--- src/sv/mie_pkg.sv ---
// Package for the modular inverse block: word width, word type and the
// request and response structs between the sequencer and the divide unit.
// No dependencies.
package mie_pkg;

  localparam int WIDTH = 32;
  localparam int CNT_W = $clog2(WIDTH);
  localparam logic [WIDTH-1:0] MODULUS_RESET = WIDTH'(1000000007);

  typedef logic [WIDTH-1:0] word_t;

  typedef struct packed {
    logic  start;
    word_t dividend;
    word_t divisor;
    word_t mult;
  } div_req_t;

  typedef struct packed {
    logic  done;
    word_t rem;
    word_t acc;
  } div_rsp_t;

endpackage

--- src/sv/mie_if.sv ---
// Handshake channels of the modular inverse block: operand, result and
// configuration write. Depends on mie_pkg.
interface mie_value_if;
  logic             valid;
  logic             ready;
  mie_pkg::word_t   value;
  modport source (output valid, output value, input ready);
  modport sink (input valid, input value, output ready);
endinterface

interface mie_result_if;
  logic             valid;
  logic             ready;
  mie_pkg::word_t   inverse;
  logic             exists;
  modport source (output valid, output inverse, output exists, input ready);
  modport sink (input valid, input inverse, input exists, output ready);
endinterface

interface mie_cfg_if;
  logic             valid;
  logic             ready;
  mie_pkg::word_t   data;
  modport source (output valid, output data, input ready);
  modport sink (input valid, input data, output ready);
endinterface

--- src/sv/mie_div.sv ---
// Bit-serial restoring divider with a fused quotient multiply-accumulate:
// gives dividend mod divisor and quotient times mult, one bit a cycle.
// Depends on mie_pkg.
module mie_div (
  input  logic              clk,
  input  logic              rst,
  input  mie_pkg::div_req_t req,
  output mie_pkg::div_rsp_t rsp
);

  logic                      busy;
  logic [mie_pkg::CNT_W-1:0] cnt;
  mie_pkg::word_t            rem;
  mie_pkg::word_t            quo;
  mie_pkg::word_t            acc;
  mie_pkg::word_t            dvs;
  mie_pkg::word_t            mul;
  logic                      done;

  logic [mie_pkg::WIDTH:0]   shifted;
  logic                      qbit;
  logic                      last;

  assign shifted = {rem, quo[mie_pkg::WIDTH-1]};
  assign qbit    = shifted >= {1'b0, dvs};
  assign last    = cnt == mie_pkg::CNT_W'(mie_pkg::WIDTH - 1);

  always_ff @(posedge clk) begin
    if (rst) begin
      busy <= 1'b0;
      done <= 1'b0;
      cnt  <= '0;
    end else begin
      done <= busy && last;
      if (req.start) begin
        busy <= 1'b1;
        cnt  <= '0;
      end else if (busy) begin
        cnt <= cnt + 1'b1;
        if (last) begin
          busy <= 1'b0;
        end
      end
    end
  end

  always_ff @(posedge clk) begin
    if (req.start) begin
      rem <= '0;
      acc <= '0;
      quo <= req.dividend;
      dvs <= req.divisor;
      mul <= req.mult;
    end else if (busy) begin
      rem <= qbit ? mie_pkg::WIDTH'(shifted - {1'b0, dvs})
                  : shifted[mie_pkg::WIDTH-1:0];
      quo <= {quo[mie_pkg::WIDTH-2:0], 1'b0};
      acc <= {acc[mie_pkg::WIDTH-2:0], 1'b0} + (qbit ? mul : '0);
    end
  end

  assign rsp.done = done;
  assign rsp.rem  = rem;
  assign rsp.acc  = acc;

  a_no_restart: assert property (@(posedge clk) disable iff (rst)
    req.start |-> !busy)
    else $error("Divider started while busy.");

  a_rem_bound: assert property (@(posedge clk) disable iff (rst)
    done |-> rem < dvs)
    else $error("Remainder not below divisor.");

  a_done_pulse: assert property (@(posedge clk) disable iff (rst)
    done |=> !done)
    else $error("Done held longer than one cycle.");

endmodule

--- src/sv/modular_inverse_ext_euclid.sv ---
// Modular inverse by the extended Euclidean algorithm, one item at a time.
// The operand is reduced by the modulus and then each Euclid step divides, both in
// the shared bit-serial divider; check, normalization and output follow. A modulus
// of 0 skips the divider and gives no inverse.
// A new item is taken while a result waits.
// Reset: modulus returns to 1000000007 and all control state clears.
module modular_inverse_ext_euclid (
  input  logic                clk,
  input  logic                rst,
  mie_cfg_if.sink             cfg,
  mie_value_if.sink           operand,
  mie_result_if.source        result
);

  localparam logic [2:0] S_IDLE = 3'd0;
  localparam logic [2:0] S_RED  = 3'd1;
  localparam logic [2:0] S_CHK  = 3'd2;
  localparam logic [2:0] S_DIV  = 3'd3;
  localparam logic [2:0] S_NORM = 3'd4;
  localparam logic [2:0] S_FIN  = 3'd5;

  logic [2:0]        state;
  mie_pkg::word_t    modulus;
  mie_pkg::word_t    r0;
  mie_pkg::word_t    r1;
  mie_pkg::word_t    t0;
  mie_pkg::word_t    t1;
  mie_pkg::word_t    tred;
  logic              par;
  logic              ok;
  logic              out_valid;
  mie_pkg::word_t    out_inverse;
  logic              out_exists;

  mie_pkg::div_req_t dreq;
  mie_pkg::div_rsp_t drsp;
  mie_pkg::word_t    inv_next;
  logic              in_fire;

  assign cfg.ready     = 1'b1;
  assign operand.ready = state == S_IDLE;
  assign in_fire       = operand.valid && operand.ready;

  assign result.valid   = out_valid;
  assign result.inverse = out_inverse;
  assign result.exists  = out_exists;

  always_comb begin
    dreq.start    = 1'b0;
    dreq.dividend = r0;
    dreq.divisor  = r1;
    dreq.mult     = t1;
    if (state == S_IDLE && in_fire && modulus != '0) begin
      dreq.start    = 1'b1;
      dreq.dividend = operand.value;
      dreq.divisor  = modulus;
      dreq.mult     = '0;
    end else if (state == S_CHK && r1 != '0) begin
      dreq.start = 1'b1;
    end
  end

  always_comb begin
    if (!ok) begin
      inv_next = '0;
    end else if (!par && tred != '0) begin
      inv_next = modulus - tred;
    end else begin
      inv_next = tred;
    end
  end

  mie_div u_div (
    .clk (clk),
    .rst (rst),
    .req (dreq),
    .rsp (drsp)
  );

  always_ff @(posedge clk) begin
    if (rst) begin
      modulus <= mie_pkg::MODULUS_RESET;
    end else if (cfg.valid && cfg.ready) begin
      modulus <= cfg.data;
    end
  end

  always_ff @(posedge clk) begin
    if (rst) begin
      state     <= S_IDLE;
      out_valid <= 1'b0;
    end else begin
      if (result.ready && state != S_FIN) begin
        out_valid <= 1'b0;
      end
      unique case (state)
        S_IDLE: begin
          if (in_fire) begin
            r0    <= modulus;
            r1    <= '0;
            t0    <= '0;
            t1    <= mie_pkg::WIDTH'(1);
            par   <= 1'b0;
            state <= (modulus != '0) ? S_RED : S_CHK;
          end
        end
        S_RED: begin
          if (drsp.done) begin
            r1    <= drsp.rem;
            state <= S_CHK;
          end
        end
        S_CHK: begin
          state <= (r1 != '0) ? S_DIV : S_NORM;
        end
        S_DIV: begin
          if (drsp.done) begin
            r0    <= r1;
            r1    <= drsp.rem;
            t0    <= t1;
            t1    <= drsp.acc + t0;
            par   <= !par;
            state <= S_CHK;
          end
        end
        S_NORM: begin
          tred  <= (t0 >= modulus) ? t0 - modulus : t0;
          ok    <= r0 == mie_pkg::WIDTH'(1);
          state <= S_FIN;
        end
        S_FIN: begin
          if (!out_valid || result.ready) begin
            out_valid   <= 1'b1;
            out_inverse <= inv_next;
            out_exists  <= ok;
            state       <= S_IDLE;
          end
        end
        default: begin
          state <= S_IDLE;
        end
      endcase
    end
  end

  a_busy_not_ready: assert property (@(posedge clk) disable iff (rst)
    state != S_IDLE |-> !operand.ready)
    else $error("Operand taken while an item is in progress.");

  a_done_expected: assert property (@(posedge clk) disable iff (rst)
    drsp.done |-> (state == S_RED || state == S_DIV))
    else $error("Divider finished outside a division state.");

  a_zero_when_none: assert property (@(posedge clk) disable iff (rst)
    result.valid && !result.exists |-> result.inverse == '0)
    else $error("Nonzero inverse reported without an inverse.");

endmodule

--- src/flat_wrapper.sv ---
// flat-port wrapper written by rule: the top's interface ports become plain ports
module modular_inverse_ext_euclid_flat 
  (clk, rst, cfg_valid, cfg_data, cfg_ready, operand_valid, operand_value, operand_ready, result_valid, result_inverse, result_exists, result_ready);
  mie_cfg_if cfg_i ();
  mie_value_if operand_i ();
  mie_result_if result_i ();
  input  logic clk;
  input  logic rst;
  input wire logic [$bits(cfg_i.valid)-1:0] cfg_valid;
  input wire logic [$bits(cfg_i.data)-1:0] cfg_data;
  output wire logic [$bits(cfg_i.ready)-1:0] cfg_ready;
  input wire logic [$bits(operand_i.valid)-1:0] operand_valid;
  input wire logic [$bits(operand_i.value)-1:0] operand_value;
  output wire logic [$bits(operand_i.ready)-1:0] operand_ready;
  output wire logic [$bits(result_i.valid)-1:0] result_valid;
  output wire logic [$bits(result_i.inverse)-1:0] result_inverse;
  output wire logic [$bits(result_i.exists)-1:0] result_exists;
  input wire logic [$bits(result_i.ready)-1:0] result_ready;
  assign cfg_i.valid = cfg_valid;
  assign cfg_i.data = cfg_data;
  assign cfg_ready = cfg_i.ready;
  assign operand_i.valid = operand_valid;
  assign operand_i.value = operand_value;
  assign operand_ready = operand_i.ready;
  assign result_valid = result_i.valid;
  assign result_inverse = result_i.inverse;
  assign result_exists = result_i.exists;
  assign result_i.ready = result_ready;
  modular_inverse_ext_euclid u_core (.clk(clk), .rst(rst), .cfg(cfg_i), .operand(operand_i), .result(result_i));
endmodule
--- config.mk ---
export PLATFORM = sky130hd
export DESIGN_NAME = modular_inverse_ext_euclid_flat
export DESIGN_NICKNAME = d
export VERILOG_FILES = /design/src/sv/mie_pkg.sv /design/src/sv/mie_if.sv /design/src/sv/mie_div.sv /design/src/sv/modular_inverse_ext_euclid.sv /design/src/flat_wrapper.sv
export SDC_FILE = /design/constraint.sdc
export NUM_CORES = 1
export LEC_CHECK = 0
export BUFFER_PORTS_ARGS = -buffer_cell sky130_fd_sc_hd__buf_2
export CAP_MARGIN = 5
export CORE_MARGIN = 4
export CORE_UTILIZATION = 46
export CTS_BUF_LIST = sky130_fd_sc_hd__clkbuf_4 sky130_fd_sc_hd__clkbuf_8 sky130_fd_sc_hd__clkbuf_16
export CTS_CLUSTER_SIZE = 40
export DETAILED_ROUTE_END_ITERATION = 12
export SETUP_SLACK_MARGIN = 0.2
export SYNTH_ARGS = -nofsm -noshare
export SYNTH_HDL_FRONTEND = slang
export SYNTH_SLANG_ARGS = --single-unit
--- constraint.sdc ---
create_clock -name clk -period 19.7 [get_ports clk]
set_input_delay 0.985 -clock clk [delete_from_list [all_inputs] [get_ports clk]]
set_output_delay 0.985 -clock clk [all_outputs]
set_load 0.02 [all_outputs]
### Yosys cells after proc, flatten, opt, wreduce, memory -nomap -nowiden

Index checks and enable logic that the tools add are counted.

| storage, ports and cells | value |
|---|---|
| register bits | 398 |
| input port bits | 69 |
| output and inout port bits | 36 |
| word-level logic and storage cells | 100 |

| cells by class | value |
|---|---|
| add/sub/neg operators | 6 |
| magnitude comparators | 2 |
| equality and inequality tests | 12 |
| muxes and demuxes | 35 |
| bitwise gates (word level) | 1 |
| reduce and logical (&&, ||, !) cells | 24 |

Operators by type and width:

| operator | number |
|---|---|
| two-way mux 32 bit | 13 |
| one-hot mux 32 bit (2 select lines) | 4 |
| two-way mux 96 bit | 1 |
| nonzero test 32 bit | 3 |
| subtractor 32 bit | 3 |
| adder 32 bit | 2 |
| greater-or-equal comparator 33 x 32 -> 1 bit | 1 |
| == test 32 x 1 -> 1 bit (second input constant) | 1 |
| greater-or-equal comparator 32 bit | 1 |
| one-hot mux 3 bit (5 select lines) | 1 |
| two-way mux 3 bit | 4 |
| two-way mux 1 bit | 10 |
| AND reduction 4 bit | 2 |
| logical AND 1 bit | 7 |
| == test 3 x 2 -> 1 bit (second input constant) | 2 |
| == test 3 bit (second input constant) | 2 |
| AND reduction 3 bit | 2 |
| nonzero test 2 bit | 3 |
| adder 5 x 1 -> 5 bit (second input constant) | 1 |
| == test 5 bit (second input constant) | 1 |
| != test 2 x 1 -> 1 bit (second input constant) | 2 |
| != test 2 bit (second input constant) | 2 |
| OR reduction 2 bit | 2 |
| == test 3 x 1 -> 1 bit (second input constant) | 1 |
| other kinds (8) | 9 |

### Longest topological paths before layout

| depth | value |
|---|---|
| depth in word-level cells | 6 |
| mapped depth | 26 |
| depth with buffers taken out | 23 |

### Hierarchy

From an unflattened synthesis, not the netlist that was laid out.

| unflattened totals | value |
|---|---|
| cell total of the unflattened synthesis | 2595 |
| area, all modules | 24845.1 µm² |

Modules (own cells, without submodules):

| module | instances | cells an instance | area each (µm²) | seq. area each (µm²) |
|---|---|---|---|---|
| modular_inverse_ext_euclid | 1 | 1655 | 15391.0 | 6576.3 |
| mie_div | 1 | 940 | 9454.1 | 4304.1 |

### Worst setup path after synthesis

OpenSTA, ideal clock, no wires.

| timing | value |
|---|---|
| kind | register to register |
| start point | register u_core.state[0] |
| end point | register u_core.par (enable) |
| setup time | 0.584 ns |
| arrival | 6.188 ns |
| required time | 19.116 ns |
| setup slack | 12.928 ns |
| stages on the path, launching flop included | 8 |
| buffers on the path | 3 |
| period minus slack after synthesis | 6.772 ns |
| cells stage by stage | dfxtp_1 -> clkbuf_1 -> nor2b_1 -> and2_1 -> clkbuf_1 -> clkbuf_1 -> nand2_1 -> a21oi_1 |

| between the ends | value |
|---|---|
| cells in the longest elaborated chain, start to end | 4 |
| elaborated cells between the ends (all ways) | 7 |
| classes of those cells | 3 x eq/ne; 4 x reduce/logical |

RTL lines:

| element | RTL line | source |
|---|---|---|
| start, declared | modular_inverse_ext_euclid.sv:22 | `logic [2:0] state;` |
| start signal, assigned | modular_inverse_ext_euclid.sv:104 | `state <= (modulus != '0) ? S_RED : S_CHK;` |
| start signal, assigned | modular_inverse_ext_euclid.sv:114 | `state <= (r1 != '0) ? S_DIV : S_NORM;` |
| zero test 3 bit | modular_inverse_ext_euclid.sv:41, modular_inverse_ext_euclid.sv:96 |  |
| logical AND 1 bit | modular_inverse_ext_euclid.sv:42 | `assign in_fire = operand.valid && operand.ready;` |
| != test 2 bit (no source line) | - |  |
| AND reduction 4 bit (no source line) * | - |  |
| end signal, assigned | modular_inverse_ext_euclid.sv:122 | `par <= !par;` |
| end, declared | modular_inverse_ext_euclid.sv:29 | `logic par;` |

Mark *: on every way between the ends. The rest lies on a longest branch, timed or not.
A chain may end at the register's enable or synchronous reset.

### Final worst setup path

| timing | value |
|---|---|
| start point | register u_core.u_div.dvs[1] |
| end point | register u_core.u_div.acc[27] |

| between the ends | value |
|---|---|
| cells in the longest elaborated chain, start to end | 3 |

RTL lines:

| element | RTL line | source |
|---|---|---|
| start, declared | mie_div.sv:16 | `mie_pkg::word_t dvs;` |
| start signal, assigned | mie_div.sv:52 | `dvs <= req.divisor;` |
| greater-or-equal comparator 33 x 32 -> 1 bit | mie_div.sv:25 | `assign qbit = shifted >= {1'b0, dvs};` |
| two-way mux 32 bit | mie_div.sv:58 | `acc <= {acc[mie_pkg::WIDTH-2:0], 1'b0} + (qbit ? mul : '0);` |
| adder 32 bit | mie_div.sv:58 |  |
| end signal, assigned | mie_div.sv:58 |  |
| end, declared | mie_div.sv:15 | `mie_pkg::word_t acc;` |

Every way passes these cells.

==> summary.md <==
| Metric | Value |
|---|---|
| Max-slew headroom | 22.85% |
| Reg-to-reg startpoint | u_core.u_div.dvs[1] |
| Post-Syn Area per Cell | 9.603 um^2 |
| Terminus of the critical flop-to-flop path | u_core.u_div.acc[27] |
| Port Buf Inserts | 103 |
| CTS tree | yes |
| Switching Fraction | 32.53% |
| Slowest stage cell, crit path | a21oi_4 |
| CP Capture Type | flip-flop |
| Cells after Synth | 2527 |
| Gate power share | 28.1% |
| CTS HTree Levels | 2 |
| Row count | 83 |
| Synth Cell Area | 24270 um^2 |
| Post-synth EDFFs | 291 |
| WP data required | 20.13 ns |
| CP arrival | 6.36 ns |
| Via count | 19490 |
| Reg power frac | 38.9% |
| GPL Wtd Cong | 0.9410 |
| Gr usage total | 24.82% |
| Internal power | 1.848 mW |
| Setup TNS | 0 ns |
| Die height | 237.7 um |
| WS Path Type | flip-flop to flip-flop |
| Antenna cells | 0 |
| Routed WL | 72.54 mm |
| Initial DRT Pass Iterations | 6 |
| Initial Util | 46.92% |
| Die footprint | 56490 um^2 |
| Syn_nets | 2759 |
| Hold violation total from the final report | 0 |
| Largest net degree at the start of global routing | 94 |
| Hold_buf cts | 0 |
| Drc violations | 0 |
| DR iter-0 viols | 1637 |
| Pre-CTS setup slack | 13.85 ns |
| Clock root cell | clkbuf_16 |
| F_max | 168.6 MHz |
| Seq/Total Area, Yosys | 44.84% |
| Hold Path Class | flip-flop to flip-flop |
| Setup crit end | u_core.u_div.acc[27] |
| Reg2Reg Depth | 23 |
| Worst Skew | 0.02232 ns |
| I/O pins | 105 |
| Clock latency on the worst-skew pair | 0.59 ns |
| Pleak | 11.18 nW |
| Area growth syn-to-layout | 11.38% |
| Worst-Margin Slew | 1.155 ns |
| Power Density | 101.4 nW/um^2 |
| Synth Warn # | 0 |
| Max VDD drop | 0.06646 mV |
| Synth cell types | 75 |
| Commonest non-fill, non-tap cell in the layout | edfxtp_1 |
| WHS | 0.4552 ns |
| RSZ-0062 raised after global routing | no |
| Die Span X | 237.7 um |
| CP max stage delay | 0.69 ns |
| # Post-CTS Setup Buffers | 0 |
| Dpl hpwl | 53.64 mm |
| P_sw | 0.8912 mW |
| Avg Vias per Cell | 5.894 |
| Status | complete, no violations |
| Asr flop ratio synth | 0% |
| Setup crit start kind | flip-flop |
| Final Net Count | 2821 |
| Initial antenna violation count | 1 |
| Cell breakdown of the critical path | inv_1 -> ha_1 -> nor2b_1 -> o31a_1 -> o311a_1 -> o21a_1 -> a2111oi_4 -> nor2_2 -> a21oi_4 -> nor2b_1 -> ha_1 -> inv_1 -> fa_1 -> nor2b_1 -> o31a_1 -> o21ai_0 -> nand2b_1 -> a311o_1 -> a211o_1 -> a21o_1 -> a21oi_1 -> xor2_1 -> o21ai_0 |
| R2R Setup Slk | 13.77 ns |
| MaxCap Viol Count | 0 |
| Critical path fanouts, max | 27 |
| Ys flop type | edfxtp_1 |
| CP dominant cell by count | nor2b_1 |
| Clk network pwr share | 33.0% |
| Num CTS Buffers | 46 |
| Register bit count reported by yosys | 398 |
| Commonest non-fill, non-tap cells in the layout | 291 x edfxtp_1, 231 x nand2_1, 227 x nor2_1 |
| Reg clk slew, reported paths | 0.06 ns |
| Layout cells sized above 1 | 10.35% |
| Minimum clock period | 5.932 ns |
| Endpoints failing setup | 0 |
| Routed WL per cell | 21.94 um |
| Clk sinks | 398 |
| Critical path startpoint | u_core.u_div.dvs[1] |
| # resized after CTS | 0 |
| Fin. max-slew vios | 0 |
| Final ANT Viol Nets | 0 |
| Core Box Area | 51720 um^2 |
| Clock buffer depth | 3 |
| Number of global-route vias before repair | 18460 |
| Final worst setup slack | 13.77 ns |
| GR Overflow Total | 0 |
| Fin crit share | 30.11% |
| First-pass GRT wire length | 109.2 mm |
==> cell type report <==
cell class              count  area [um^2]
clock buffers              67         1394
clock inverters            19        220.2
fillers                  4681        24690
inverters                 142        535.5
multi-input cells        1877        12470
flip-flops and latches    398        10880
well taps                 680        850.8
repair buffers            124        673.1
==> critical path: cells and delay by family, from the launching register on <==
kind | cells | cell delay (ns)
buf+inv | 2 | 0.15
compound gates | 12 | 3.78
simple gates | 5 | 0.58
xor+xnor | 1 | 0.15
flops | 1 | 0.41
fa+ha+maj | 3 | 0.66
==> cells in the mapped netlist, drive strengths merged, types with 29 or more instances <==
library cell,count,area share [%]
a21oi,172,3.6
a211oi,45,1.4
nand3,38,0.78
a21o,55,1.7
and2,41,1.1
o211ai,34,1.1
ha,158,8.1
dfxtp,107,8.8
mux2,34,1.6
and3,48,1.2
inv,142,2.2
edfxtp,291,36
o21ai,185,3.8
nor4,42,1.1
xnor2,65,2.3
nand2,231,3.6
nor2b,86,2.2
o21a,29,0.90
nor3,43,0.89
clkbuf,86,1.3
mux2i,80,3.3
nor2,229,3.6
xor2,50,1.8
==> power by group through the flow <==
stage,logic [mW],registers (mW),clock network [mW]
4_1_cts,0.766,1.07,0.917
3_3_place_gp,0.751,1.08,0
2_1_floorplan,0.606,1.05,0
6_report,0.770,1.07,0.903
5_1_grt,0.863,1.07,0.951
3_5_place_dp,0.761,1.08,0
==> metal layers <==
metal  routed length, um  global-route usage [%]
met3                5698                   5.024
met1               32940                   35.22
met4                2698                   9.112
met2               31190                   37.77
met5                  13                       0
==> logic make-up after synthesis <==
logic type,share of synthesized area [%]
multiplexers,4.878
buffers and inverters,4.022
other,0.01545
adder cells (fa/ha/maj),8.559
XOR/XNOR,4.244
flip-flops,44.84
AO/OA/AOI/OAI,16.71
AND/OR/NAND/NOR,16.74
==> through the flow <==
step / std cells / util [%] / power [mW] / area, um^2
2_1_floorplan: 2527 / - / 1.654 / 24270
3_3_place_gp: 3221 / 49.14 / 1.832 / 25410
3_5_place_dp: 3221 / 49.14 / 1.843 / 25410
4_1_cts: 3307 / 52.26 / 2.749 / 27030
5_1_grt: 3307 / 52.26 / 2.887 / 27030
6_report: 3307 / 52.26 / 2.739 / 27030
==> worst min-delay path by stage <==
stage | startpoint | end | slack (ns) | cells past startpoint
after floorplan | u_core.ok | u_core.result.exists | 0.42 | 0
after global placement | u_core.u_div.acc[31] | u_core.u_div.acc[31] | 0.45 | 2
after detailed placement | u_core.u_div.acc[31] | u_core.u_div.acc[31] | 0.45 | 2
after CTS | u_core.u_div.acc[31] | u_core.u_div.acc[31] | 0.46 | 2
after global routing | u_core.u_div.acc[31] | u_core.u_div.acc[31] | 0.50 | 2
final | u_core.u_div.acc[31] | u_core.u_div.acc[31] | 0.46 | 2
(Power assumes the default switching activity.)
